**src/hw/rtl/sal_pkg.sv**
```systemverilog
// Shared types for the suffix array / LCP builder.
// Used by sal_ctrl, sal_dp and suffix_array_lcp_builder; no dependencies.
`timescale 1ns / 1ps
`default_nettype none

package sal_pkg;

	localparam int SYM_W = 8;
	localparam int POS_W = 6;

	// Datapath commands issued by the controller, one per cycle.
	typedef enum logic [4:0] {
		CMD_NOP,
		CMD_LOAD,
		CMD_INIT_WR,
		CMD_RD_KEY,
		CMD_SET_KEY,
		CMD_RD_PREV,
		CMD_SET_PAIR,
		CMD_TXT_RD,
		CMD_CMP_STEP,
		CMD_SHIFT,
		CMD_PLACE,
		CMD_EMIT_START,
		CMD_RD_RANK,
		CMD_SET_CUR,
		CMD_FIRST,
		CMD_LCP_DONE,
		CMD_ADVANCE
	} cmd_t;

	// Datapath status seen by the controller.
	typedef struct packed {
		logic eot;
		logic init_last;
		logic i_end;
		logic j_zero;
		logic cmp_more;
		logic cmp_less;
		logic r_first;
		logic r_last;
	} status_t;

endpackage

`default_nettype wire

```
**src/hw/rtl/sal_dp.sv**
```systemverilog
// Datapath: text and order memories, sort/compare counters, output register.
// Depends on sal_pkg.
`timescale 1ns / 1ps
`default_nettype none

module sal_dp #(
	parameter int MAX_TEXT = 64
) (
	input  wire logic                       clk,
	input  wire logic                       arst_n,
	input  wire sal_pkg::cmd_t              cmd,
	output sal_pkg::status_t                status,
	input  wire logic [sal_pkg::SYM_W-1:0]  symbol,
	input  wire logic                       end_of_text,
	output logic [sal_pkg::POS_W-1:0]       suffix_start,
	output logic [sal_pkg::POS_W-1:0]       common_prefix,
	output logic                            truncated,
	output logic                            last_result
);
	import sal_pkg::*;

	localparam int AW = (MAX_TEXT > 1) ? $clog2(MAX_TEXT) : 1;
	localparam int CW = $clog2(MAX_TEXT + 1);
	localparam int SW = CW + 1;

	logic [SYM_W-1:0] text_mem [MAX_TEXT];
	logic [AW-1:0]    order_mem [MAX_TEXT];

	logic [CW-1:0]    len_q, i_q, j_q, k_q, r_q;
	logic             ovf_q;
	logic [AW-1:0]    key_q, p_q, q_q, cur_q, prev_q;
	logic [SYM_W-1:0] ta_q, tb_q;
	logic [AW-1:0]    ord_rd_q;

	logic [POS_W-1:0] sstart_q, lcp_q;
	logic             trunc_q, last_q;

	logic [SW-1:0]    pa, qa;
	logic             pend, qend;
	logic [CW-1:0]    jm1;
	logic [AW-1:0]    ord_raddr;

	assign pa   = SW'(p_q) + SW'(k_q);
	assign qa   = SW'(q_q) + SW'(k_q);
	assign pend = pa >= SW'(len_q);
	assign qend = qa >= SW'(len_q);
	assign jm1  = j_q - CW'(1);

	assign status.eot       = end_of_text;
	assign status.init_last = (i_q + CW'(1)) == len_q;
	assign status.i_end     = i_q >= len_q;
	assign status.j_zero    = j_q == '0;
	assign status.cmp_more  = !pend && !qend && (ta_q == tb_q);
	assign status.cmp_less  = pend ? !qend : (!qend && (ta_q < tb_q));
	assign status.r_first   = r_q == '0;
	assign status.r_last    = (r_q + CW'(1)) == len_q;

	always_comb begin
		case (cmd)
			CMD_RD_KEY:  ord_raddr = i_q[AW-1:0];
			CMD_RD_PREV: ord_raddr = jm1[AW-1:0];
			default:     ord_raddr = r_q[AW-1:0];
		endcase
	end

	// Memories: one write port each, registered reads.
	always_ff @(posedge clk) begin
		if (cmd == CMD_LOAD && len_q < CW'(MAX_TEXT)) begin
			text_mem[len_q[AW-1:0]] <= symbol;
		end
		ta_q <= text_mem[pa[AW-1:0]];
		tb_q <= text_mem[qa[AW-1:0]];
		case (cmd)
			CMD_INIT_WR: order_mem[i_q[AW-1:0]] <= i_q[AW-1:0];
			CMD_SHIFT:   order_mem[j_q[AW-1:0]] <= q_q;
			CMD_PLACE:   order_mem[j_q[AW-1:0]] <= key_q;
			default:     ;
		endcase
		ord_rd_q <= order_mem[ord_raddr];
	end

	always_ff @(posedge clk or negedge arst_n) begin
		if (!arst_n) begin
			len_q <= '0;
			ovf_q <= 1'b0;
			i_q   <= '0;
			j_q   <= '0;
			k_q   <= '0;
			r_q   <= '0;
		end else begin
			case (cmd)
				CMD_LOAD: begin
					i_q <= '0;
					if (len_q < CW'(MAX_TEXT)) len_q <= len_q + CW'(1);
					else ovf_q <= 1'b1;
				end
				CMD_INIT_WR:    i_q <= status.init_last ? CW'(1) : i_q + CW'(1);
				CMD_SET_KEY:    j_q <= i_q;
				CMD_SET_PAIR:   k_q <= '0;
				CMD_CMP_STEP:   k_q <= k_q + CW'(1);
				CMD_SHIFT:      j_q <= jm1;
				CMD_PLACE:      i_q <= i_q + CW'(1);
				CMD_EMIT_START: r_q <= '0;
				CMD_SET_CUR:    k_q <= '0;
				CMD_ADVANCE: begin
					r_q <= r_q + CW'(1);
					if (status.r_last) begin
						len_q <= '0;
						ovf_q <= 1'b0;
					end
				end
				default: ;
			endcase
		end
	end

	// Payload registers.
	always_ff @(posedge clk) begin
		case (cmd)
			CMD_SET_KEY: key_q <= ord_rd_q;
			CMD_SET_PAIR: begin
				q_q <= ord_rd_q;
				p_q <= key_q;
			end
			CMD_SET_CUR: begin
				cur_q <= ord_rd_q;
				p_q   <= prev_q;
				q_q   <= ord_rd_q;
			end
			CMD_FIRST, CMD_LCP_DONE: begin
				sstart_q <= POS_W'(cur_q);
				lcp_q    <= (cmd == CMD_FIRST) ? '0 : POS_W'(k_q);
				trunc_q  <= ovf_q;
				last_q   <= status.r_last;
			end
			CMD_ADVANCE: prev_q <= cur_q;
			default: ;
		endcase
	end

	assign suffix_start  = sstart_q;
	assign common_prefix = lcp_q;
	assign truncated     = trunc_q;
	assign last_result   = last_q;

endmodule

`default_nettype wire

```
**src/hw/rtl/sal_ctrl.sv**
```systemverilog
// Controller: load, insertion sort, LCP and emit sequencing.
// Depends on sal_pkg.
`timescale 1ns / 1ps
`default_nettype none

module sal_ctrl (
	input  wire logic             clk,
	input  wire logic             arst_n,
	input  wire logic             in_valid,
	output logic                  in_stall,
	output logic                  out_valid,
	input  wire logic             out_stall,
	input  wire sal_pkg::status_t status,
	output sal_pkg::cmd_t         cmd
);
	import sal_pkg::*;

	typedef enum logic [3:0] {
		ST_LOAD, ST_INIT, ST_OUTER, ST_OKEY, ST_JCHK, ST_JLOAD, ST_CRD_S, ST_CEV_S,
		ST_SHIFT, ST_PLACE, ST_ERD, ST_EGET, ST_EFIRST, ST_CRD_L, ST_CEV_L, ST_EOUT
	} state_t;

	state_t state_q, state_d;

	assign in_stall  = state_q != ST_LOAD;
	assign out_valid = state_q == ST_EOUT;

	always_comb begin
		state_d = state_q;
		cmd     = CMD_NOP;
		case (state_q)
			ST_LOAD: if (in_valid) begin
				cmd = CMD_LOAD;
				if (status.eot) state_d = ST_INIT;
			end
			ST_INIT: begin
				cmd = CMD_INIT_WR;
				if (status.init_last) state_d = ST_OUTER;
			end
			ST_OUTER: begin
				if (status.i_end) begin
					cmd     = CMD_EMIT_START;
					state_d = ST_ERD;
				end else begin
					cmd     = CMD_RD_KEY;
					state_d = ST_OKEY;
				end
			end
			ST_OKEY: begin
				cmd     = CMD_SET_KEY;
				state_d = ST_JCHK;
			end
			ST_JCHK: begin
				if (status.j_zero) state_d = ST_PLACE;
				else begin
					cmd     = CMD_RD_PREV;
					state_d = ST_JLOAD;
				end
			end
			ST_JLOAD: begin
				cmd     = CMD_SET_PAIR;
				state_d = ST_CRD_S;
			end
			ST_CRD_S: begin
				cmd     = CMD_TXT_RD;
				state_d = ST_CEV_S;
			end
			ST_CEV_S: begin
				if (status.cmp_more) begin
					cmd     = CMD_CMP_STEP;
					state_d = ST_CRD_S;
				end else if (status.cmp_less) state_d = ST_SHIFT;
				else state_d = ST_PLACE;
			end
			ST_SHIFT: begin
				cmd     = CMD_SHIFT;
				state_d = ST_JCHK;
			end
			ST_PLACE: begin
				cmd     = CMD_PLACE;
				state_d = ST_OUTER;
			end
			ST_ERD: begin
				cmd     = CMD_RD_RANK;
				state_d = ST_EGET;
			end
			ST_EGET: begin
				cmd     = CMD_SET_CUR;
				state_d = status.r_first ? ST_EFIRST : ST_CRD_L;
			end
			ST_EFIRST: begin
				cmd     = CMD_FIRST;
				state_d = ST_EOUT;
			end
			ST_CRD_L: begin
				cmd     = CMD_TXT_RD;
				state_d = ST_CEV_L;
			end
			ST_CEV_L: begin
				if (status.cmp_more) begin
					cmd     = CMD_CMP_STEP;
					state_d = ST_CRD_L;
				end else begin
					cmd     = CMD_LCP_DONE;
					state_d = ST_EOUT;
				end
			end
			ST_EOUT: if (!out_stall) begin
				cmd     = CMD_ADVANCE;
				state_d = status.r_last ? ST_LOAD : ST_ERD;
			end
			default: state_d = ST_LOAD;
		endcase
	end

	always_ff @(posedge clk or negedge arst_n) begin
		if (!arst_n) state_q <= ST_LOAD;
		else state_q <= state_d;
	end

endmodule

`default_nettype wire

```
**src/hw/rtl/suffix_array_lcp_builder.sv**
```systemverilog
// Top level of the suffix array / LCP builder: controller plus datapath.
// Depends on sal_pkg, sal_ctrl, sal_dp.
`timescale 1ns / 1ps
`default_nettype none

// Channel  | handshake                 | payload
// ---------+---------------------------+------------------------------------------
// input    | in_valid / in_stall       | symbol[7:0], end_of_text
// output   | out_valid / out_stall     | suffix_start, common_prefix, truncated,
//          |                           | last_result
//
// Loading accepts one byte per cycle. After the end byte the order table is
// filled with the positions in order, then the block sorts by insertion,
// comparing suffixes one text byte at a time (registered memory reads). Each
// rank after the first then compares its suffix with the previous rank's byte
// by byte to find their common prefix (the first rank gets zero), and the
// result stays on offer until it is taken.
// Reset is asynchronous and active low; memories are not cleared.
// The input is stalled from the end byte until the last result is taken;
// a stalled result holds in the output register.

module suffix_array_lcp_builder #(
	parameter int MAX_TEXT = 64
) (
	input  wire logic        clk,
	input  wire logic        arst_n,
	input  wire logic        in_valid,
	output logic             in_stall,
	input  wire logic [7:0]  symbol,
	input  wire logic        end_of_text,
	output logic             out_valid,
	input  wire logic        out_stall,
	output logic [5:0]       suffix_start,
	output logic [5:0]       common_prefix,
	output logic             truncated,
	output logic             last_result
);
	import sal_pkg::*;

	cmd_t    cmd;
	status_t status;

	// Sequence load, sort and emit phases.
	sal_ctrl u_ctrl (
		.clk       (clk),
		.arst_n    (arst_n),
		.in_valid  (in_valid),
		.in_stall  (in_stall),
		.out_valid (out_valid),
		.out_stall (out_stall),
		.status    (status),
		.cmd       (cmd)
	);

	// Hold text, order table and the result register.
	sal_dp #(.MAX_TEXT(MAX_TEXT)) u_dp (
		.clk           (clk),
		.arst_n        (arst_n),
		.cmd           (cmd),
		.status        (status),
		.symbol        (symbol),
		.end_of_text   (end_of_text),
		.suffix_start  (suffix_start),
		.common_prefix (common_prefix),
		.truncated     (truncated),
		.last_result   (last_result)
	);

`ifndef ASSERT_OFF
	// Never take input while a result is on offer.
	a_no_overlap: assert property (@(posedge clk) disable iff (!arst_n)
		!in_stall |-> !out_valid) else $error("input open while result pending");

	// A plain byte keeps the block loading.
	a_keep_loading: assert property (@(posedge clk) disable iff (!arst_n)
		in_valid && !in_stall && !end_of_text |=> !in_stall)
		else $error("left load phase without end byte");

	// The last transaction returns the block to loading.
	a_run_end: assert property (@(posedge clk) disable iff (!arst_n)
		out_valid && !out_stall && last_result |=> !in_stall && !out_valid)
		else $error("run did not end after last result");
`endif

endmodule

`default_nettype wire

```
**config.mk**
```make
export PLATFORM = sky130hd
export DESIGN_NAME = suffix_array_lcp_builder
export DESIGN_NICKNAME = d
export VERILOG_FILES = /design/src/hw/rtl/sal_pkg.sv /design/src/hw/rtl/sal_dp.sv /design/src/hw/rtl/sal_ctrl.sv /design/src/hw/rtl/suffix_array_lcp_builder.sv
export SDC_FILE = /design/constraint.sdc
export NUM_CORES = 1
export LEC_CHECK = 0
export CAP_MARGIN = 5
export CORE_AREA = 3 3 381 195
export DETAILED_ROUTE_END_ITERATION = 16
export DIE_AREA = 0 0 384 198
export DONT_BUFFER_PORTS = 1
export PLACE_DENSITY = 0.79
export SLEW_MARGIN = 20
export SYNTH_ARGS = -nofsm -noshare
export SYNTH_HDL_FRONTEND = slang
export SYNTH_SLANG_ARGS = --single-unit
```
**constraint.sdc**
```tcl
create_clock -name clk -period 6.9 [get_ports clk]
set_input_delay 0.345 -clock clk [delete_from_list [all_inputs] [get_ports clk]]
set_output_delay 0.345 -clock clk [all_outputs]
set_load 0.01 [all_outputs]
```
Word-level counts from Yosys, hierarchy flattened
Memories as Yosys holds them, arrays and structs flattened. A register that Yosys moved wholly into a read port is not among the register bits.
Cells that the tools add are included.
{ "totals": {"reg_bits": 84, "ramBits": 896, "inputBits": 13, "out_inout_bits": 16, "elab_cells": 139, "n_memories": 2} }
{ "memory_table": {"columns": ["memory", "words", "word_bits", "read_ports", "rd_ports_with_merged_regs", "write_ports", "line", "text"], "rows": [
  ["u_dp.text_mem", 64, 8, 2, 2, 1, "sal_dp.sv:26", "logic [SYM_W-1:0] text_mem [MAX_TEXT];"],
  ["u_dp.order_mem", 64, 6, 1, 1, 1, "sal_dp.sv:27", "logic [AW-1:0] order_mem [MAX_TEXT];"]
]} }
{ "classes": {"add_sub_neg": 7, "magnitude_cmp": 5, "n_eq_ne": 39, "n_mux": 45, "n_bitwise": 1, "reduce_logical": 24} }
{ "op_table": {"columns": ["op", "count"], "rows": [
  ["5-bit case mux with 15 select lines", 1],
  ["4-bit case mux with 15 select lines", 1],
  ["7-bit case mux with 2 select lines", 4],
  ["4-bit two-way mux", 10],
  ["5-bit by 4-bit == test with 1-bit output (second input constant)", 7],
  ["4-bit == test (second input constant)", 8],
  ["7-bit by 1-bit adder with 7-bit output (second input constant)", 4],
  ["6-bit case mux with 2 select lines", 2],
  ["7-bit two-way mux", 3],
  ["7-bit case mux with 3 select lines", 1],
  ["6-bit two-way mux", 3],
  ["6-bit by 7-bit adder with 8-bit output", 2],
  ["4-bit by 3-bit == test with 1-bit output (second input constant)", 4],
  ["8-bit by 7-bit >= comparator with 1-bit output", 2],
  ["5-bit by 3-bit == test with 1-bit output (second input constant)", 3],
  ["1-bit two-way mux", 15],
  ["7-bit == test", 2],
  ["7-bit zero test", 2],
  ["2-bit inequality test (second input constant)", 6],
  ["5-bit by 2-bit == test with 1-bit output (second input constant)", 2],
  ["2-bit nonzero test", 5],
  ["4-bit by 2-bit == test with 1-bit output (second input constant)", 2],
  ["8-bit == test", 1],
  ["8-bit less-than comparator", 1],
  ["other kinds (21)", 30]
]} }

Depth between registers and ports, before layout
Gate-level depths: netlist of the first run.
{ "logic_depth": {"depth_word": 13, "depth_mapped": 17, "depth_no_buf": 16} }

Hierarchy
From an unflattened synthesis of the first run, not the netlist that was laid out.
{ "hier_totals": {"hier_cells": 2601, "hier_area_um2": 45043.2} }
{ "modules_own_cells": {"columns": ["mod", "n_inst", "cells_per_inst", "area_per_inst_um2", "seq_area_each_um2"], "rows": [
  ["sal_dp", 1, 2530, 44521.4, 29568.4],
  ["sal_ctrl", 1, 71, 521.8, 100.1]
]} }

Worst setup path after synthesis of the first run
OpenSTA, ideal clock, no wires.
{ "synth_timing": {"path_kind": "flip-flop to flip-flop", "startpoint": "register u_dp.k_q[0]", "endpoint": "memory u_dp.text_mem[48][0] (enable)", "setup_ns": 0.395, "t_arrival_ns": 4.946, "required_ns": 6.505, "slack_ns": 1.560, "path_stages_with_launch": 18, "path_buffers": 2, "synth_period_minus_slack_ns": 5.340, "path_cell_list": "dfrtp_1 > ha_1 > fa_1 > a21oi_1 > nor2_1 > nor2_1 > xnor2_1 > clkbuf_1 > ha_1 > o21a_1 > o21ai_0 > nand2b_1 > a211oi_1 > a21oi_1 > nor3_1 > nand2_1 > buf_2 > nor4_1"} }
{ "synth_between": {"elab_chain_cells": 11, "elab_cells_between_ends": 15, "classes_between": "add/sub: 2; order compare: 2; eq/ne: 1; mux: 5; reduce/logical: 5"} }
{ "synth_lines": {"columns": ["element", "line", "text"], "rows": [
  ["from (decl)", "sal_dp.sv:29", "logic [CW-1:0] len_q, i_q, j_q, k_q, r_q;"],
  ["from (signal assigned)", "sal_dp.sv:100", "CMD_CMP_STEP: k_q <= k_q + CW'(1);"],
  ["6-bit by 7-bit adder with 8-bit output (on tied branches)", "sal_dp.sv:43, sal_dp.sv:44", null],
  ["8-bit by 7-bit >= comparator with 1-bit output (on tied branches)", "sal_dp.sv:45, sal_dp.sv:46", null],
  ["1-bit zero test", "sal_dp.sv:53", "assign status.cmp_more = !pend && !qend && (ta_q == tb_q);"],
  ["1-bit logical AND (*) (2 in a row)", "sal_dp.sv:53", null],
  ["3-bit two-way mux / 4-bit two-way mux (equally long branches)", "sal_ctrl.sv:100, sal_ctrl.sv:69", null],
  ["5-bit case mux with 15 select lines (*)", "sal_ctrl.sv:31", "case (state_q)"],
  ["5-bit by 1-bit == test with 1-bit output (*)", "sal_dp.sv:68", "if (cmd == CMD_LOAD && len_q < CW'(MAX_TEXT)) begin"],
  ["1-bit logical AND (*)", "sal_dp.sv:68", null],
  ["1-bit two-way mux (*)", "sal_dp.sv:68", null],
  ["1-bit two-way mux (not written as such) (*)", "sal_dp.sv:69", "text_mem[len_q[AW-1:0]] <= symbol;"],
  ["to (decl)", "sal_dp.sv:26", null]
]} }
Every way passes the cells marked *; elsewhere a longest branch is shown, timed or not.

Worst setup path in the final report of the first run
{ "layout_timing": {"startpoint": "register u_dp.k_q[0]", "endpoint": "memory u_dp.text_mem[3][3] (enable)"} }
Same word-level chain as after synthesis.

==> flow_metrics.env, run 1 <==
export IMPL_clkPwrFrac=0.208
export IMPL_path_class="register to register"
export IMPL_rsz0062_at_grt="false"
export IMPL_grt_overflow_total=0
export IMPL_ys_seq_area_frac=0.654
export IMPL_fmax_mhz=172
export IMPL_antenna_cells=0
export IMPL_cts_resized=0
export IMPL_dpl_hpwl_um=71200
export IMPL_grt_usage=0.316
export IMPL_fin_skew_ns=0.0197
export IMPL_synth_area_um2=45400
export IMPL_drive_above_1_share=0.208
export IMPL_cts_root_buf="clkbuf_16"
export IMPL_cts_tree="done"
export IMPL_period_share=0.841
export IMPL_critPathLaunch="u_dp.k_q[0]"
export IMPL_dieArea_um2=76000
export IMPL_status="finished, final reports clean"
export IMPL_worstReg2RegEnd="u_dp.text_mem[3][3]"
export IMPL_dp_cells=3585
export IMPL_die_h_um=198
export IMPL_met3_usage=0.0777
export IMPL_grt_pass1_vias=26283
export IMPL_max_vdd_ir_drop_mv=0.446
export IMPL_report_final_slew_viol_count=0
export IMPL_hold_viol_final=0
export IMPL_swShare=0.382
export IMPL_routed_wl_um=117000
export IMPL_first_pass_iters=6
export IMPL_p_int_mw=14.6
export IMPL_cts_clk_slew_worst_paths_ns=0.07
export IMPL_max_cap_viol_count=0
export IMPL_synth_seq_cells=1002
export IMPL_io_pins=29
export IMPL_ff2ff_setup_slack_ns=1.10
export IMPL_async_reset_ff_frac=0.0399
export IMPL_whs_ns=0.0577
export IMPL_post_drt_wl_per_cell_um=31.1
export IMPL_layout_common_cells="940 x edfxtp_1, 328 x mux4_2, 285 x nand2_1"
export IMPL_fin_nets=2788
export IMPL_syn_nets=2811
export IMPL_finalCriticalPeriod_ns=5.80
export IMPL_slew_headroom=0.240
export IMPL_crit_required_ns=7.20
export IMPL_ys_flop_type="edfxtp_1"
export IMPL_start_util=0.640
export IMPL_die_w_um=384
export IMPL_h_tree_depth=3
export IMPL_gp_congestion=0.932
export IMPL_antenna_found_initial=1
export IMPL_p_leak_nw=16.2
export IMPL_synthCells=2749
export IMPL_seqPwrFrac=0.330
export IMPL_core_area_um2=70900
export IMPL_synth_avg_cell_area_um2=16.5
export IMPL_synth_edff_count=940
export IMPL_worstPathArrival_ns=6.10
export IMPL_grt_pass1_wl_um=175000
export IMPL_synth_warnings=0
export IMPL_layout_commonest_cell="edfxtp_1"
export IMPL_setup_viol=0
export IMPL_drtAntennaViolNets=0
export IMPL_p_sw_mw=9.01
export IMPL_cts_sinks=1002
export IMPL_rows=69
export IMPL_use_met1=0.455
export IMPL_reg2reg_from="u_dp.k_q[0]"
export IMPL_grt_max_degree=129
export IMPL_syn2layout_area_growth_pct=9.21
export IMPL_grt_most_used_layer="met2"
export IMPL_hold_buffers=13
export IMPL_endpoint="u_dp.text_mem[3][3]"
export IMPL_synth_cell_types=81
export IMPL_combPwrFrac=0.462
export IMPL_worstSetupEndpointType="register"
export IMPL_grt_use_met2=0.482
export IMPL_clockBufferDepth=3
export IMPL_cts_buffers=84
export IMPL_insertion_delay_ns=0.69
export IMPL_vias_per_cell=7.17
export IMPL_critPathLaunchType="register"
export IMPL_drc=0
export IMPL_tns_ns=0
export IMPL_port_buffers=0
export IMPL_min_path_type="primary input to register"
export IMPL_dr_total_vias=26878
export IMPL_p_per_area_nw_per_um2=476
export IMPL_drt_initial_drc_count=4071
export IMPL_cp_max_fo=32
export IMPL_instances_no_fill=3751
export IMPL_post_cts_buffers=0
export IMPL_worstMarginPinSlew_ns=1.14
export IMPL_r2r_worst_path_cells=15
-- cell type report --
class,count,area (µm²)
multi-input combinational,1540,15100
tap,958,1200
clock inverter,51,568
clock buffer,102,2210
fill,4393,21300
timing repair buffer,60,669
inverter,38,143
sequential,1002,29700
-- kinds of logic (layout without fill, tap and decap cells) --
group	count (synthesis)	count (layout)	synth area share
flip-flops	1002	1002	0.654
buffers and inverters	207	251	0.0192
multiplexers	429	429	0.185
adder cells (fa/ha/maj)	49	49	0.0138
AND/OR/NAND/NOR	682	682	0.0669
XOR/XNOR	40	40	0.00772
AO/OA/AOI/OAI	340	340	0.0534
-- through the flow --
| step | cell area, µm² | power (mW) | worst slack, ns | util |
|---|---|---|---|---|
| 5_1_grt | 49600 | 24.5 | 0.643 | 0.699 |
| 4_1_cts | 49500 | 23.5 | 0.851 | 0.699 |
| 3_3_place_gp | 46400 | 18.3 | 1.31 | 0.655 |
| 2_1_floorplan | 45400 | 15.3 | 1.56 | - |
| 3_5_place_dp | 46500 | 18.5 | 0.916 | 0.655 |
| 6_report | 49600 | 23.6 | 1.10 | 0.699 |
-- routing by layer --
layer / wire length [µm] / vias to the layer above / part of all wire
met5: 19 / - / 0.00016
met4: 4370 / 2 / 0.037
met3: 14200 / 284 / 0.12
met2: 54100 / 1984 / 0.46
met1: 44200 / 13570 / 0.38
li1: - / 11038 / -
-- worst max-delay path, cell delays in order, from the launching register on --
cell	delay, ns
dfrtp_1	0.51
ha_4	0.23
fa_4	0.47
a21oi_1	0.15
nor2_1	0.05
nor2_1	0.29
xnor2_4	0.29
ha_1	0.30
a2111oi_0	0.39
o21ai_0	0.20
a211oi_1	0.27
a21oi_1	0.21
nor3_1	0.59
nand2_1	0.13
buf_4	0.33
nor3b_1	0.98
-- worst min-delay path by stage --
stage	slack (ns)	cells past startpoint	to	from
after floorplan	0.05	0	u_ctrl.state_q[0]	arst_n
after global placement	0.05	0	u_ctrl.state_q[0]	arst_n
after detailed placement	0.05	0	u_dp.k_q[3]	arst_n
after CTS	0.03	1	u_dp.text_mem[40][2]	symbol[2]
after global routing	0.04	1	u_dp.text_mem[42][3]	symbol[3]
final	0.06	1	u_dp.text_mem[20][4]	symbol[4]
-- state kept, by name, indices dropped and copies added, names as in the netlist, 7 cells and up --
| name | cells |
|---|---|
| u_dp.tb_q | 8 |
| u_dp.j_q | 7 |
| u_dp.len_q | 7 |
| u_dp.i_q | 7 |
| u_dp.k_q | 7 |
| u_dp.ta_q | 8 |
| u_dp.order_mem | 384 |
| u_dp.text_mem | 512 |
| u_dp.r_q | 7 |
-- power by group through the flow --
stage / registers (mW) / clock network, mW / logic, mW
after global routing: 7.82 / 5.17 / 11.5
after floorplan: 7.72 / 0 / 7.56
after global placement: 7.89 / 0 / 10.4
after CTS: 7.77 / 4.94 / 10.8
final: 7.79 / 4.91 / 10.9
after detailed placement: 7.90 / 0 / 10.6
-- Yosys cell counts (16+ instances only) --
master    count  area, µm²
o221ai_1     18        158
clkbuf_1     99        372
nor2_1      160        601
mux2i_1      85        851
nand2_1     285       1070
o21ai_0      48        240
o22ai_1      18        113
a31oi_1      16        100
buf_1        24       90.1
dfrtp_1      40       1000
xnor2_1      29        254
a21o_1       16        120
nor3_1       52        260
ha_1         47        588
inv_1        35        131
nand3_1      97        485
a21oi_1      91        455
dfxtp_1      22        440
a22oi_1      22        165
mux2_2       16        180
edfxtp_1    940      28200
nor4_1       16        100
mux4_2      328       7390
buf_2        35        175
(Power assumes the default switching activity.)
==> run 2, diff against run 1 <==
- CORE_AREA: 3 3 381 195 -> 3 3 400 204
- DIE_AREA: 0 0 384 198 -> 0 0 403 207
- PLACE_DENSITY: 0.79 -> 0.76
- clock period: 6.9 -> 5.2 ns (I/O delays scaled with it)
==> run 2 against run 1 <==
Compared with the run above:
- die area increased by 9.7%
- power rose by 40%
- core utilization shrank 5.5 points
- combinational power grew 46%
- sequential share of layout area fell by 1.4 points
- count of clock-buffer cells in the layout rose by 15
- critical endpoint is now u_dp.text_mem[55][6]
==> flow_metrics.env, run 2 (synthesis gave the netlist of run 1 again) <==
export IMPL_worstMarginPinSlew_ns=1.20
export IMPL_drt_initial_drc_count=5047
export IMPL_pre_cts_slack_ns=0.341
export IMPL_start_util=0.577
export IMPL_layout_common_cells="940 x edfxtp_1, 328 x mux4_2, 284 x nand2_1"
export IMPL_syn2layout_area_growth_pct=11.8
export IMPL_fmax_mhz=203
export IMPL_fin_nets=2902
export IMPL_max_vdd_ir_drop_mv=1.17
export IMPL_grt_pass1_vias=26502
export IMPL_hold_viol_final=0
export IMPL_worstPathArrival_ns=5.35
export IMPL_status="finished, final reports clean"
export IMPL_fin_skew_ns=0.0339
export IMPL_report_final_slew_viol_count=0
export IMPL_rows=73
export IMPL_grt_use_met2=0.365
export IMPL_use_met1=0.513
export IMPL_min_path_type="primary input to async pin"
export IMPL_max_cap_viol_count=0
export IMPL_p_int_mw=19.9
export IMPL_grt_usage=0.315
export IMPL_h_tree_depth=3
export IMPL_tns_ns=0
export IMPL_core_area_um2=78700
export IMPL_dr_total_vias=28357
export IMPL_crit_required_ns=5.63
export IMPL_die_h_um=207
export IMPL_combPwrFrac=0.484
export IMPL_layout_commonest_cell="edfxtp_1"
export IMPL_power_mw=32.9
export IMPL_grt_max_degree=129
export IMPL_whs_ns=0.119
export IMPL_p_leak_nw=16.9
export IMPL_grt_pass1_wl_um=190000
export IMPL_first_pass_iters=6
export IMPL_port_buffers=0
export IMPL_cts_buffers=86
export IMPL_post_drt_wl_per_cell_um=33.0
export IMPL_swShare=0.397
export IMPL_grt_overflow_total=0
export IMPL_cts_tree="done"
export IMPL_io_pins=29
export IMPL_cts_sinks=1002
export IMPL_drtAntennaViolNets=0
export IMPL_critPathLaunchType="register"
export IMPL_fillers=5393
export IMPL_drc=0
export IMPL_clockBufferDepth=3
export IMPL_period_share=0.945
export IMPL_clkPwrFrac=0.206
export IMPL_path_class="register to register"
export IMPL_dpl_hpwl_um=87800
export IMPL_largest_reg_flops=512
export IMPL_setup_slack_ns=0.285
export IMPL_vias_per_cell=7.16
export IMPL_seqPwrFrac=0.310
export IMPL_antenna_found_initial=2
export IMPL_slew_headroom=0.180
export IMPL_dieArea_um2=83400
export IMPL_cp_max_fo=7
export IMPL_setup_viol=0
export IMPL_grt_most_used_layer="met1"
export IMPL_worstSetupEndpointType="register"
export IMPL_drive_above_1_share=0.239
export IMPL_finalCriticalPeriod_ns=4.92
export IMPL_die_w_um=403
export IMPL_met3_usage=0.175
export IMPL_cts_root_buf="clkbuf_16"
export IMPL_rsz0062_at_grt="false"
export IMPL_p_sw_mw=13.1
export IMPL_p_per_area_nw_per_um2=649
export IMPL_routed_wl_um=131000
export IMPL_cts_clk_slew_worst_paths_ns=0.07
export IMPL_gp_congestion=0.992
export IMPL_insertion_delay_ns=0.70
run 2: cell count changes in the layout (fill, tap and decap cells not counted), moves of 3 or more:
cell           change
buf_12             +8
clkbuf_16          +3
inv_16             -3
buf_4             +97
clkinv_1          -12
clkinvlp_4         +4
nor3_2             -9
dlygate4sd3_1      +8
clkbuf_1           +6
nor3_1             +9
clkbuf_8           +6
run 2: area by class of cell:
type                    count  area [µm²]  area share
repair buffers            172        1630      0.0320
clock buffers             117        2390      0.0471
clock inverters            43         543      0.0107
flip-flops and latches   1002       29700       0.584
multi-input cells        1540       15100       0.297
inverters                  38         143     0.00281
well taps                1050        1310      0.0259
diodes                      1        2.50   0.0000493
run 2: critical path: stages, from the launching register on:
cell and delay [ns]:
edfxtp_1 0.45, ha_4 0.21, fa_4 0.47, a21oi_1 0.18, nor2_1 0.07, nor2_1 0.23, o21bai_1 0.12, a21oi_1 0.18
xnor2_1 0.10, ha_1 0.22, a2111oi_0 0.42, o21ai_0 0.24, a21oi_1 0.42, and3_1 0.36, a211o_1 0.56, nor2_1 0.23
buf_4 0.22
run 2: path summary, 6_finish.rpt:
check,start,endpoint,slack [ns],depth (start not counted)
min in group clk,out_stall,u_dp.r_q[4],0.12,2
setup / recovery,u_dp.q_q[0],u_dp.text_mem[55][6],0.28,16
max in group asynchronous,arst_n,u_dp.k_q[1],4.81,2
setup reg to reg,u_dp.q_q[0],u_dp.text_mem[55][6],0.28,16
hold / removal,arst_n,u_dp.i_q[3],0.12,2
hold reg to reg,u_dp.cur_q[1],u_dp.suffix_start[1],0.46,0
run 2: routing by layer:
| layer | part of all wire | vias up |
|---|---|---|
| met5 | 0.00021 | - |
| li1 | - | 11279 |
| met3 | 0.20 | 175 |
| met1 | 0.41 | 14501 |
| met2 | 0.37 | 2398 |
| met4 | 0.015 | 4 |
run 2: repair_timing:
item                                    CTS  global route
endpoints found under the hold margin   556             0
hold buffers                             21             0
gates resized for setup                   0             5
setup buffers                             0             0
endpoints found under the setup margin    0           173
run 2: power groups by stage:
stage	Clock, mW	Combinational, mW	Sequential, mW
2_1_floorplan	0	10.0	10.2
3_3_place_gp	0	14.9	10.3
3_5_place_dp	0	15.1	10.4
4_1_cts	6.84	15.3	10.2
5_1_grt	7.17	16.6	10.2
6_report	6.79	15.9	10.2
run 2: metrics by stage:
| stage | utilization | area (µm²) | cells |
|---|---|---|---|
| after floorplan | - | 45400 | 2749 |
| after global placement | 0.603 | 47400 | 3781 |
| after detailed placement | 0.603 | 47400 | 3781 |
| after CTS | 0.644 | 50700 | 3962 |
| after global routing | 0.645 | 50800 | 3962 |
| final | 0.645 | 50800 | 3963 |
